$ cat src/rtl/dpd_pkg.sv
`timescale 1ns / 1ps
// ----------------------------------------------------------------------------
// dpd_pkg: shared types and constants for the DTMF packet deframer
// Request and result structs, result codes, tone characters and the
// tone-to-nibble mapping.
// ----------------------------------------------------------------------------
package dpd_pkg;

    // Packet framing
    localparam int MAX_TONES_DEF = 80;
    localparam int HDR_TONES     = 10;
    localparam int HDR_IDX_W     = $clog2(HDR_TONES);
    localparam int FIFO_DEPTH    = 2;

    // Tone characters
    localparam logic [7:0] CHAR_STAR = 8'h2A;
    localparam logic [7:0] CHAR_HASH = 8'h23;

    // Checksum seed nibbles and type limit
    localparam logic [7:0] SUM_SEED_STAR = 8'h0E;
    localparam logic [7:0] SUM_SEED_HASH = 8'h0F;
    localparam logic [7:0] TYPE_MAX      = 8'd6;
    localparam logic [7:0] NIBBLE_BAD    = 8'hFF;

    // Header tone positions
    localparam int POS_TYPE  = 2;
    localparam int POS_ID    = 3;
    localparam int POS_SUM_H = 8;
    localparam int POS_SUM_L = 9;

    // Result kind codes
    localparam logic [1:0] KIND_TAKEN   = 2'd0;
    localparam logic [1:0] KIND_FWD     = 2'd1;
    localparam logic [1:0] KIND_PACKET  = 2'd2;
    localparam logic [1:0] KIND_NOTHING = 2'd3;

    // Error codes
    localparam logic [1:0] ERR_NONE   = 2'd0;
    localparam logic [1:0] ERR_LENGTH = 2'd1;
    localparam logic [1:0] ERR_TYPE   = 2'd2;
    localparam logic [1:0] ERR_CSUM   = 2'd3;

    // Input request
    typedef struct packed {
        logic       command;
        logic [7:0] tone_char;
    } dpd_in_t;

    // Result
    typedef struct packed {
        logic [1:0] kind;
        logic [1:0] error;
        logic [7:0] packet_type;
        logic [9:0] sender_id;
        logic [9:0] receiver_id;
        logic [7:0] received_checksum;
        logic [7:0] computed_checksum;
    } dpd_out_t;

    // Classified request from front to back
    typedef struct packed {
        logic [1:0]                     kind;
        logic                           len_err;
        logic [HDR_TONES-1:0][7:0]      tones;
    } dpd_mid_t;

    // Tone character to nibble, invalid characters give 0xFF
    function automatic logic [7:0] tone_nibble(input logic [7:0] c);
        logic [7:0] n;
        case (c) inside
            [8'h30:8'h39]: n = c - 8'h30;
            8'h41:         n = 8'h0A;
            8'h42:         n = 8'h0B;
            8'h43:         n = 8'h0C;
            8'h44:         n = 8'h0D;
            CHAR_STAR:     n = 8'h0E;
            CHAR_HASH:     n = 8'h0F;
            default:       n = NIBBLE_BAD;
        endcase
        return n;
    endfunction

endpackage

$ cat src/rtl/dpd_fifo.sv
`timescale 1ns / 1ps
// ----------------------------------------------------------------------------
// dpd_fifo: small register queue
// Push/full and pop/empty request queue; head shown while not empty.
// ----------------------------------------------------------------------------
module dpd_fifo
    import dpd_pkg::*;
#(
    parameter int WIDTH = 8,
    parameter int DEPTH = FIFO_DEPTH
)
(
    input  logic             clk,
    input  logic             rst_n,
    input  logic             push,
    input  logic [WIDTH-1:0] wdata,
    output logic             full,
    input  logic             pop,
    output logic [WIDTH-1:0] rdata,
    output logic             empty
);

    localparam int PTR_W = (DEPTH > 1) ? $clog2(DEPTH) : 1;
    localparam int CNT_W = $clog2(DEPTH + 1);

    logic [WIDTH-1:0] mem_reg [DEPTH];
    logic [PTR_W-1:0] wr_ptr_reg, wr_ptr_next;
    logic [PTR_W-1:0] rd_ptr_reg, rd_ptr_next;
    logic [CNT_W-1:0] count_reg, count_next;
    logic             do_push, do_pop;

    assign full    = (count_reg == CNT_W'(DEPTH));
    assign empty   = (count_reg == '0);
    assign do_push = push && !full;
    assign do_pop  = pop && !empty;
    assign rdata   = mem_reg[rd_ptr_reg];

    // Pointer and fill count update
    always_comb
    begin
        wr_ptr_next = wr_ptr_reg;
        rd_ptr_next = rd_ptr_reg;
        count_next  = count_reg;
        if (do_push)
        begin
            wr_ptr_next = (wr_ptr_reg == PTR_W'(DEPTH - 1)) ? '0 : wr_ptr_reg + 1'b1;
        end
        if (do_pop)
        begin
            rd_ptr_next = (rd_ptr_reg == PTR_W'(DEPTH - 1)) ? '0 : rd_ptr_reg + 1'b1;
        end
        if (do_push && !do_pop)
        begin
            count_next = count_reg + 1'b1;
        end
        else if (do_pop && !do_push)
        begin
            count_next = count_reg - 1'b1;
        end
    end

    always_ff @(posedge clk or negedge rst_n)
    begin
        if (!rst_n)
        begin
            wr_ptr_reg <= '0;
            rd_ptr_reg <= '0;
            count_reg  <= '0;
        end
        else
        begin
            wr_ptr_reg <= wr_ptr_next;
            rd_ptr_reg <= rd_ptr_next;
            count_reg  <= count_next;
        end
    end

    // Storage, no reset needed
    always_ff @(posedge clk)
    begin
        if (do_push)
        begin
            mem_reg[wr_ptr_reg] <= wdata;
        end
    end

    // Fill count stays in range
    a_count_range: assert property (@(posedge clk) disable iff (!rst_n)
        count_reg <= CNT_W'(DEPTH))
        else $error("fifo count beyond depth");

    // Pointers agree with the fill count when empty or full
    a_ptr_match: assert property (@(posedge clk) disable iff (!rst_n)
        (empty || full) |-> (wr_ptr_reg == rd_ptr_reg))
        else $error("fifo pointers disagree with count");

    // A push into a non-full queue without pop grows the count
    a_push_grow: assert property (@(posedge clk) disable iff (!rst_n)
        (do_push && !do_pop) |=> (count_reg == $past(count_reg) + 1'b1))
        else $error("fifo count did not grow on push");

endmodule

$ cat src/rtl/dpd_front.sv
`timescale 1ns / 1ps
// ----------------------------------------------------------------------------
// dpd_front: preamble hunt and tone collection
// Tracks the star/hash preamble, forwarding mode and tone count, stores the
// header tones and emits one classified request per accepted input.
// ----------------------------------------------------------------------------
module dpd_front
    import dpd_pkg::*;
#(
    parameter int MAX_TONES = MAX_TONES_DEF
)
(
    input  logic     clk,
    input  logic     rst_n,
    input  logic     accept,
    input  dpd_in_t  item,
    output dpd_mid_t req
);

    localparam int COUNT_W = $clog2(MAX_TONES + 2);

    typedef enum logic [2:0] {
        ST_STAR    = 3'b001,
        ST_HASH    = 3'b010,
        ST_COLLECT = 3'b100
    } hunt_t;

    hunt_t              stage_reg, stage_next;
    logic               fwd_reg, fwd_next;
    logic [COUNT_W-1:0] count_reg, count_next;
    logic [7:0]         tones_reg [HDR_TONES];
    logic               wr_en;
    logic [HDR_IDX_W-1:0] wr_idx;
    logic [1:0]         kind;
    logic               len_err;
    logic               store;

    // Classification and next state
    always_comb
    begin
        stage_next = stage_reg;
        fwd_next   = fwd_reg;
        count_next = count_reg;
        kind       = KIND_NOTHING;
        len_err    = 1'b0;
        store      = 1'b0;
        wr_en      = 1'b0;
        wr_idx     = count_reg[HDR_IDX_W-1:0];

        if (!item.command)
        begin
            if (fwd_reg)
            begin
                kind = KIND_FWD;
            end
            else
            begin
                case (stage_reg)
                    ST_HASH:
                    begin
                        if (item.tone_char == CHAR_HASH)
                        begin
                            stage_next = ST_COLLECT;
                            store      = 1'b1;
                            kind       = KIND_TAKEN;
                        end
                        else
                        begin
                            fwd_next   = 1'b1;
                            stage_next = ST_STAR;
                            count_next = '0;
                            kind       = KIND_FWD;
                        end
                    end
                    ST_COLLECT:
                    begin
                        store = 1'b1;
                        kind  = KIND_TAKEN;
                    end
                    default:
                    begin
                        count_next = '0;
                        if (item.tone_char == CHAR_STAR)
                        begin
                            stage_next = ST_HASH;
                            wr_en      = 1'b1;
                            wr_idx     = '0;
                            count_next = COUNT_W'(1);
                            kind       = KIND_TAKEN;
                        end
                        else
                        begin
                            fwd_next = 1'b1;
                            kind     = KIND_FWD;
                        end
                    end
                endcase
            end
        end
        else
        begin
            // End of reception
            if (fwd_reg)
            begin
                fwd_next = 1'b0;
                kind     = KIND_NOTHING;
            end
            else if (stage_reg == ST_COLLECT)
            begin
                stage_next = ST_STAR;
                count_next = '0;
                kind       = KIND_PACKET;
                len_err    = (count_reg > COUNT_W'(MAX_TONES)) ||
                             (count_reg < COUNT_W'(HDR_TONES));
            end
            else
            begin
                kind = KIND_NOTHING;
            end
        end

        // Store into the header and saturate the count
        if (store)
        begin
            wr_en = (count_reg < COUNT_W'(HDR_TONES));
            if (count_reg < COUNT_W'(MAX_TONES + 1))
            begin
                count_next = count_reg + 1'b1;
            end
        end
    end

    always_ff @(posedge clk or negedge rst_n)
    begin
        if (!rst_n)
        begin
            stage_reg <= ST_STAR;
            fwd_reg   <= 1'b0;
            count_reg <= '0;
        end
        else if (accept)
        begin
            stage_reg <= stage_next;
            fwd_reg   <= fwd_next;
            count_reg <= count_next;
        end
    end

    // Header tone store
    always_ff @(posedge clk)
    begin
        if (accept && wr_en)
        begin
            tones_reg[wr_idx] <= item.tone_char;
        end
    end

    // Request towards the back end
    always_comb
    begin
        req.kind    = kind;
        req.len_err = len_err;
        for (int i = 0; i < HDR_TONES; i++)
        begin
            req.tones[i] = tones_reg[i];
        end
    end

    // Forwarding only happens with the hunt reset
    a_fwd_stage: assert property (@(posedge clk) disable iff (!rst_n)
        fwd_reg |-> (stage_reg == ST_STAR))
        else $error("forwarding with preamble in progress");

    // Count saturates one above the maximum
    a_count_sat: assert property (@(posedge clk) disable iff (!rst_n)
        count_reg <= COUNT_W'(MAX_TONES + 1))
        else $error("tone count overran");

    // Waiting for hash means exactly the star was stored
    a_hash_count: assert property (@(posedge clk) disable iff (!rst_n)
        (stage_reg == ST_HASH) |-> (count_reg == COUNT_W'(1)))
        else $error("tone count wrong while waiting for hash");

    // A decode request always leaves the hunt at the start
    a_decode_reset: assert property (@(posedge clk) disable iff (!rst_n)
        (accept && kind == KIND_PACKET) |=> (stage_reg == ST_STAR && count_reg == '0))
        else $error("hunt not reset after decode");

endmodule

$ cat src/rtl/dpd_back.sv
`timescale 1ns / 1ps
// ----------------------------------------------------------------------------
// dpd_back: packet decode
// Maps header tones to nibbles, extracts type, IDs and checksum, checks the
// packet and pushes one result per request into the result queue.
// ----------------------------------------------------------------------------
module dpd_back
    import dpd_pkg::*;
(
    input  logic     clk,
    input  logic     rst_n,
    input  dpd_mid_t req,
    input  logic     req_empty,
    output logic     req_pop,
    output dpd_out_t res,
    output logic     res_push,
    input  logic     res_full
);

    logic [7:0]  nib [HDR_TONES];
    logic [7:0]  ptype;
    logic [7:0]  sum;
    logic [7:0]  rx_sum;
    logic [23:0] idw;
    logic [1:0]  err;

    // Move a request whenever the result queue has room
    assign req_pop  = !req_empty && !res_full;
    assign res_push = req_pop;

    // Nibble mapping per header tone
    always_comb
    begin
        for (int i = 0; i < HDR_TONES; i++)
        begin
            nib[i] = tone_nibble(req.tones[i]);
        end
    end

    // Field extraction and checksum
    always_comb
    begin
        ptype  = nib[POS_TYPE];
        sum    = SUM_SEED_STAR + SUM_SEED_HASH + ptype + nib[POS_ID] + nib[POS_ID+1] +
                 nib[POS_ID+2] + nib[POS_ID+3] + nib[POS_ID+4];
        // invalid nibbles spill their high bits into the preceding, more significant ID digit
        idw    = {nib[POS_ID],   16'h0000} | {4'h0, nib[POS_ID+1], 12'h000} |
                 {8'h00, nib[POS_ID+2], 8'h00} | {12'h000, nib[POS_ID+3], 4'h0} |
                 {16'h0000, nib[POS_ID+4]};
        rx_sum = {nib[POS_SUM_H][3:0], 4'h0} | nib[POS_SUM_L];
        if (ptype > TYPE_MAX)
        begin
            err = ERR_TYPE;
        end
        else if (rx_sum != sum)
        begin
            err = ERR_CSUM;
        end
        else
        begin
            err = ERR_NONE;
        end
    end

    // Result assembly
    always_comb
    begin
        res      = '0;
        res.kind = req.kind;
        if (req.kind == KIND_PACKET)
        begin
            if (req.len_err)
            begin
                res.error = ERR_LENGTH;
            end
            else
            begin
                res.error             = err;
                res.packet_type       = ptype;
                res.sender_id         = idw[19:10];
                res.receiver_id       = idw[9:0];
                res.received_checksum = rx_sum;
                res.computed_checksum = sum;
            end
        end
    end

    // Only decoded packets carry an error or payload
    a_quiet_fields: assert property (@(posedge clk) disable iff (!rst_n)
        (res_push && res.kind != KIND_PACKET) |->
            (res.error == ERR_NONE && res.computed_checksum == 8'h00))
        else $error("payload on a non-packet result");

    // A length error clears every other field
    a_len_clear: assert property (@(posedge clk) disable iff (!rst_n)
        (res_push && res.error == ERR_LENGTH) |->
            (res.packet_type == 8'h00 && res.sender_id == 10'h000 &&
             res.received_checksum == 8'h00))
        else $error("fields set on a length error");

    // Pop and push move together
    a_pop_push: assert property (@(posedge clk) disable iff (!rst_n)
        req_pop |-> (!res_full && !req_empty))
        else $error("request moved without room");

endmodule

$ cat src/rtl/dtmf_packet_deframer_core.sv
`timescale 1ns / 1ps
// ----------------------------------------------------------------------------
// dtmf_packet_deframer_core: DTMF packet deframer top level
// Path: the combinational front classifies each accepted request into the
// request queue; the combinational back decodes it into the result queue,
// one result per request, and waits while the result queue is full.
// Throughput: one request per cycle while not full; two-entry queues.
// Reset: asynchronous, active low; hunt, forwarding, count and queues clear.
// Header tone storage is not reset; decode reads only tones of that packet.
// ----------------------------------------------------------------------------
module dtmf_packet_deframer_core
    import dpd_pkg::*;
#(
    parameter int MAX_TONES = MAX_TONES_DEF,
    parameter int Q_DEPTH   = FIFO_DEPTH
)
(
    input  logic     clk,
    input  logic     rst_n,
    input  logic     push,
    input  dpd_in_t  item,
    output logic     full,
    input  logic     pop,
    output dpd_out_t result,
    output logic     empty
);

    localparam int MID_W = $bits(dpd_mid_t);
    localparam int OUT_W = $bits(dpd_out_t);

    logic             accept;
    dpd_mid_t         front_req;
    dpd_mid_t         mid_head;
    logic [MID_W-1:0] mid_rdata;
    logic             mid_empty;
    logic             mid_pop;
    dpd_out_t         back_res;
    logic             res_push;
    logic             res_full;
    logic [OUT_W-1:0] res_rdata;

    assign accept   = push && !full;
    assign mid_head = dpd_mid_t'(mid_rdata);
    assign result   = dpd_out_t'(res_rdata);

    // Front: preamble hunt and classification
    dpd_front #(
        .MAX_TONES (MAX_TONES)
    ) u_front (
        .clk    (clk),
        .rst_n  (rst_n),
        .accept (accept),
        .item   (item),
        .req    (front_req)
    );

    // Queue between front and back
    dpd_fifo #(
        .WIDTH (MID_W),
        .DEPTH (Q_DEPTH)
    ) u_mid_q (
        .clk   (clk),
        .rst_n (rst_n),
        .push  (push),
        .wdata (front_req),
        .full  (full),
        .pop   (mid_pop),
        .rdata (mid_rdata),
        .empty (mid_empty)
    );

    // Back: packet decode
    dpd_back u_back (
        .clk       (clk),
        .rst_n     (rst_n),
        .req       (mid_head),
        .req_empty (mid_empty),
        .req_pop   (mid_pop),
        .res       (back_res),
        .res_push  (res_push),
        .res_full  (res_full)
    );

    // Result queue
    dpd_fifo #(
        .WIDTH (OUT_W),
        .DEPTH (Q_DEPTH)
    ) u_res_q (
        .clk   (clk),
        .rst_n (rst_n),
        .push  (res_push),
        .wdata (back_res),
        .full  (res_full),
        .pop   (pop),
        .rdata (res_rdata),
        .empty (empty)
    );

endmodule
$ cat config.mk
export PLATFORM = sky130hd
export DESIGN_NAME = dtmf_packet_deframer_core
export DESIGN_NICKNAME = d
export VERILOG_FILES = /design/src/rtl/dpd_pkg.sv /design/src/rtl/dpd_fifo.sv /design/src/rtl/dpd_front.sv /design/src/rtl/dpd_back.sv /design/src/rtl/dtmf_packet_deframer_core.sv
export SDC_FILE = /design/constraint.sdc
export NUM_CORES = 1
export LEC_CHECK = 0
export BUFFER_PORTS_ARGS = -buffer_cell sky130_fd_sc_hd__buf_4
export CAP_MARGIN = 40
export CORE_MARGIN = 4
export CORE_UTILIZATION = 45
export DETAILED_ROUTE_END_ITERATION = 16
export PLACE_DENSITY = 0.69
export SYNTH_ARGS = -nofsm -noshare
export SYNTH_HDL_FRONTEND = slang
export SYNTH_SLANG_ARGS = --single-unit
export TNS_END_PERCENT = 20
$ cat constraint.sdc
create_clock -name clk -period 12.2 [get_ports clk]
set_input_delay 0.61 -clock clk [delete_from_list [all_inputs] [get_ports clk]]
set_output_delay 0.61 -clock clk [all_outputs]
set_load 0.005 [all_outputs]
After elaboration in Yosys (flattened, before gate mapping)
Memory sizes are Yosys's and may differ from the RTL's.
Cells that the tools add are included.
Widths: inputs -> output; s select.
Storage, ports and cells
  bits in registers: 19
  latch bits: 0
  memory bits (writable): 342
  ROM bits: 0
  output and inout bits: 50
  memories kept: 3
Memories
  u_mid_q.mem_reg: depth 2, width 83, rd ports 1, clocked after memory_dff 0, wr ports 1, RTL line dpd_fifo.sv:26  | logic [WIDTH-1:0] mem_reg [DEPTH];
  u_res_q.mem_reg: depth 2, width 48, rd ports 1, clocked after memory_dff 0, wr ports 1, RTL line dpd_fifo.sv:26
  u_front.tones_reg: depth 10, width 8, rd ports 10, clocked after memory_dff 0, wr ports 1, RTL line dpd_front.sv:31  | logic [7:0] tones_reg [HDR_TONES];
Cells by class
  $add $sub $neg: 23
  $mul: 0
  div/mod/pow operators: 0
  magnitude comparators: 20
  eq/ne operators: 57
  shift-type cells: 0
  muxes and demuxes: 118
  bitwise operators: 6
  reductions and logical operators: 34
Operators with widths (count)
  $mux 8: 49
  $eq 8x7->1 const B: 32
  $eq 8x6->1 const B: 17
  $ge 8x6->1 const B: 8
  $le 8x6->1 const B: 8
  $sub 8x6->8 const B: 7
  $mux 7: 7
  $mux 46: 1
  $mux 44: 1
  $add 8x8->8: 5
  $mux 4: 10
  $mux 1: 29
  $mux 2: 10
  $or 20x12->20: 1
  $or 20x16->20: 1
  $or 20x20->20: 1
  $or 20x8->20: 1
  $logic_and 1x1->1: 18
  $mux 3: 6
  $pmux 7 s2: 1
  $add 5x8->8 const A: 1
  $gt 8x3->1 const B: 1
  $logic_not 1->1: 8
  $ne 8x8->1: 1
  other kinds (24): 34

Depth between registers and ports, before layout
An unclocked memory read counts as a cell.
  word-level depth: 20
  mapped depth: 31

Modules after synthesis
A second synthesis with hierarchy kept.
Second synthesis, totals
  cells, all modules: 1105
  area, all modules: 16853.7 um^2
By module, submodules not included
  dpd_fifo at u_mid_q: instances 1, cells an instance 277, area an instance 6429.9 um^2
  dpd_fifo at u_res_q: instances 1, cells an instance 168, area an instance 3706.1 um^2
  dpd_front: instances 1, cells an instance 201, area an instance 3393.3 um^2
  dpd_back: instances 1, cells an instance 458, area an instance 3310.7 um^2
  dtmf_packet_deframer_core: instances 1, cells an instance 1, area an instance 13.8 um^2

Least setup slack after synthesis
OpenSTA, ideal clock, no wires.
  kind: flip-flop to flip-flop
  from: register u_mid_q.rd_ptr_reg
  to: memory u_res_q.mem_reg[0][44] (netlist bit), data pin
  setup time: 0.268 ns
  arrival: 6.442 ns
  required time: 11.932 ns
  path slack: 5.490 ns
  cell stages (with the launch flop): 27
  buffers on the path: 6
  clock period less this slack: 6.710 ns
  cell sequence: dfrtp_1 buf_6 buf_6 buf_6 buf_6 buf_6 buf_6 mux2i_1 ha_1 o21ai_1 or2_1 o41ai_1 fa_1 fa_1 fa_1 fa_1 inv_1 ha_1 a21oi_1 nor2_1 nor2_1 o21ai_0 xnor2_1 xnor3_1 xnor3_2 nor4_1 nor3_1
RTL lines
  start, declared: RTL line dpd_fifo.sv:28  | logic [PTR_W-1:0] rd_ptr_reg, rd_ptr_next;
  start signal, assigned: RTL line dpd_fifo.sv:73  | rd_ptr_reg <= rd_ptr_next;
  end, declared: RTL line dpd_fifo.sv:26

==> flow_summary.toml <==
[layout]
num-nets-final = 1227
final_util_pct = 52.3
finalInstanceArea_sq_um = 17200
largest_register_ffs = 134
areaGrowthSynthToFinish_pct = 13.2
finalNonFillerCells = 1618
drive_gt1_share_pct = 20.8

[die]
rows = 66
design.core.area_sq_um = 32900
dieArea_sq_um = 36700
io_pins = 63
initial_core_util_pct = 46.2
die_h_microns = 192
dieWidth_microns = 192

[placed_design]
pre_cts_ws_ns = 4.51
placed_area_sq_um = 16200
dp_cells = 1559
dp_hpwl_mm = 21.5
gp_congestion = 0.843
numPortBuffers = 62

[yosys]
synth_edf_count = 294
synth.top_cell.area_share_pct = 58.2
yosysTopAreaCell = "edfxtp_1"
synthCells = 1071
synth_flop_cell = "edfxtp_1"
synthDistinctLibCells = 88
synthesis.nets = 1147
yosysWarningCount = 0
synth-simple-area-share_pct = 9.27
synth_fa_ha_area_share_pct = 6.43
async_flop_share_pct = 6.07
synthMuxAreaShare_pct = 8.28
syn_avg_cell_area_sq_um = 14.2
ys_top_cells_by_area = "edfxtp_1 (58%), mux2_2 (5.0%), fa_1 (3.3%)"
synth_top_family_by_area = "compound AO/OA/AOI/OAI gates"
ys_ff_latch = 313
synth_seq_area_share_pct = 61.3
synth_compound_gate_area_share_pct = 9.65
syn-cell-area_sq_um = 15200
synth.most_common_cell = "edfxtp_1"
synth_xor_area_share_pct = 2.27
ys_top_cells_by_count = "edfxtp_1 (294), nor2_1 (80), mux2_2 (67)"

[grt]
overflow = 0
antenna_found_initial = 0
grt_max_degree = 53
grt_pass1_wl_mm = 48.9
grt.total_usage_pct = 16.9
grt_pass1_vias = 8818

[timing]
fmax_mhz = 129
setup_ws_ns = 4.48
period_share_pct = 63.3
finalClockSkew_ns = 0.0216
maxSlewViolCount = 0
rsz0062_at_grt = "false"
relSlewSlack_pct = 40.1
worst_pin_slew_ns = 0.874
final.min_clock_period_ns = 7.72
hold_viol_final = 0
finalSetupViolCount = 0
worst_hold_slack_ns = 0.333
tns_ns = 0

[route]
ant_nets = 0
routed_wl_mm = 30.6
wl_per_cell_microns = 18.9
vias_per_cell = 5.49
first_iter_violations = 639
drc = 0
first_pass_iters = 7
num_vias = 8876

[worst_setup_path]
crit_slowest_cell = "dfrtp_4"
crit_top_cell = "fa_1"
crit_path_start_kind = "flip-flop"
ff2ff_path_depth = 23
cp_max_fo = 49
critPathMaxStageDelay_ns = 0.79
ff2ff_setup_slack_ns = 4.48
worstSetupPathType = "flip-flop to flip-flop"
arrival_ns = 8.02
critPathCaptureType = "flip-flop"
crit_required_ns = 12.49
cp_cell_sequence = "buf_4, buf_16, mux2i_1, ha_1, o211ai_2, a311oi_1, a2111oi_4, a21oi_1, fa_1, fa_1, fa_1, fa_1, inv_1, ha_1, inv_1, nor2_1, nor2_1, o21ai_0, xnor2_1, xnor3_1, xnor3_2, nor4_1, nor3_1"

[power]
total_power_mw = 4.53
p_per_area_nw_per_um2 = 264
p_leak_nw = 6.28
ir_drop_mv = 0.153

[clocking]
cts_root_buffer = "clkbuf_16"
cts_tree = "yes"
htreeDepth = 1
cts.clk_slew.worst_paths_ns = 0.07
clock-sinks = 313
cts_resized = 0
cts_setup_buffers = 0
insertion_delay_ns = 0.56
cts_buffer_depth = 3
numCtsBuffers = 31
postCtsHoldBufs = 1

[job]
drv_cap = 0

[run_status]
status = "complete, no violations"

[hold_path]
holdPathStages = 2
hold_class = "input port to flip-flop"
[area by class of cell]
class	count	area, sq um
fillers	2730	15700
flip-flops and latches	313	9310
multi-input cells	675	5470
clock buffers	33	783
repair buffers	76	631
well taps	442	553
clock inverters	24	231
inverters	54	203
diodes	1	2.50
[routing by layer]
| metal | up-vias | GRT usage [%] | wire length [microns] |
|---|---|---|---|
| li1 | 4228 | - | - |
| met1 | 4371 | 25.2 | 14400 |
| met2 | 241 | 26.7 | 14100 |
| met3 | 36 | 2.38 | 1700 |
| met4 | 0 | 3.31 | 445 |
| met5 | - | 0 | 0 |
[report_power, final]
| group | total, mW | leakage [nW] | switching [mW] | internal, mW |
|---|---|---|---|---|
| logic | 1.97 | 2.81 | 1.06 | 0.912 |
| clock network | 0.938 | 0.488 | 0.390 | 0.548 |
| registers | 1.62 | 2.98 | 0.124 | 1.50 |
[logic make-up (layout without fill, tap and decap cells)]
family	Yosys count	after routing
AND/OR/NAND/NOR	258	258
buffers and inverters	83	187
adder cells (fa/ha/maj)	63	63
other	0	1
flip-flops	313	313
XOR/XNOR	36	36
multiplexers	108	108
AO/OA/AOI/OAI	210	210
[cells in the final DEF (no fill, tap or decap), types with 24 or more instances in the layout]
master	instances
nand2_1	40
fa_1	25
mux2_2	67
nor3_1	30
nor2_1	78
edfxtp_1	294
mux2i_1	26
clkbuf_16	31
xnor2_1	24
buf_4	71
ha_1	38
inv_1	52
o21ai_0	41
a21oi_1	60
[final timing paths]
path | start | endpoint
worst max-delay path | u_mid_q.rd_ptr_reg | u_res_q.mem_reg[1][44]
worst min-delay path | item[8] | u_front.fwd_reg
worst max register to register | u_mid_q.rd_ptr_reg | u_res_q.mem_reg[1][44]
worst min register to register | u_front.tones_reg[4][2] | u_mid_q.mem_reg[0][34]
max in group asynchronous | rst_n | u_front.stage_reg[0]
min in group asynchronous | rst_n | u_res_q.count_reg[0]
[worst max-delay path, delay by kind of cell (launching register included)]
family,cells,cell delay (ns)
xor+xnor,3,1.03
fa+ha+maj,6,2.53
simple gates,4,0.57
mux,1,0.39
compound gates,5,1.14
buf+inv,4,0.96
flops,1,0.79
Power figures use the tool's default switching activity.
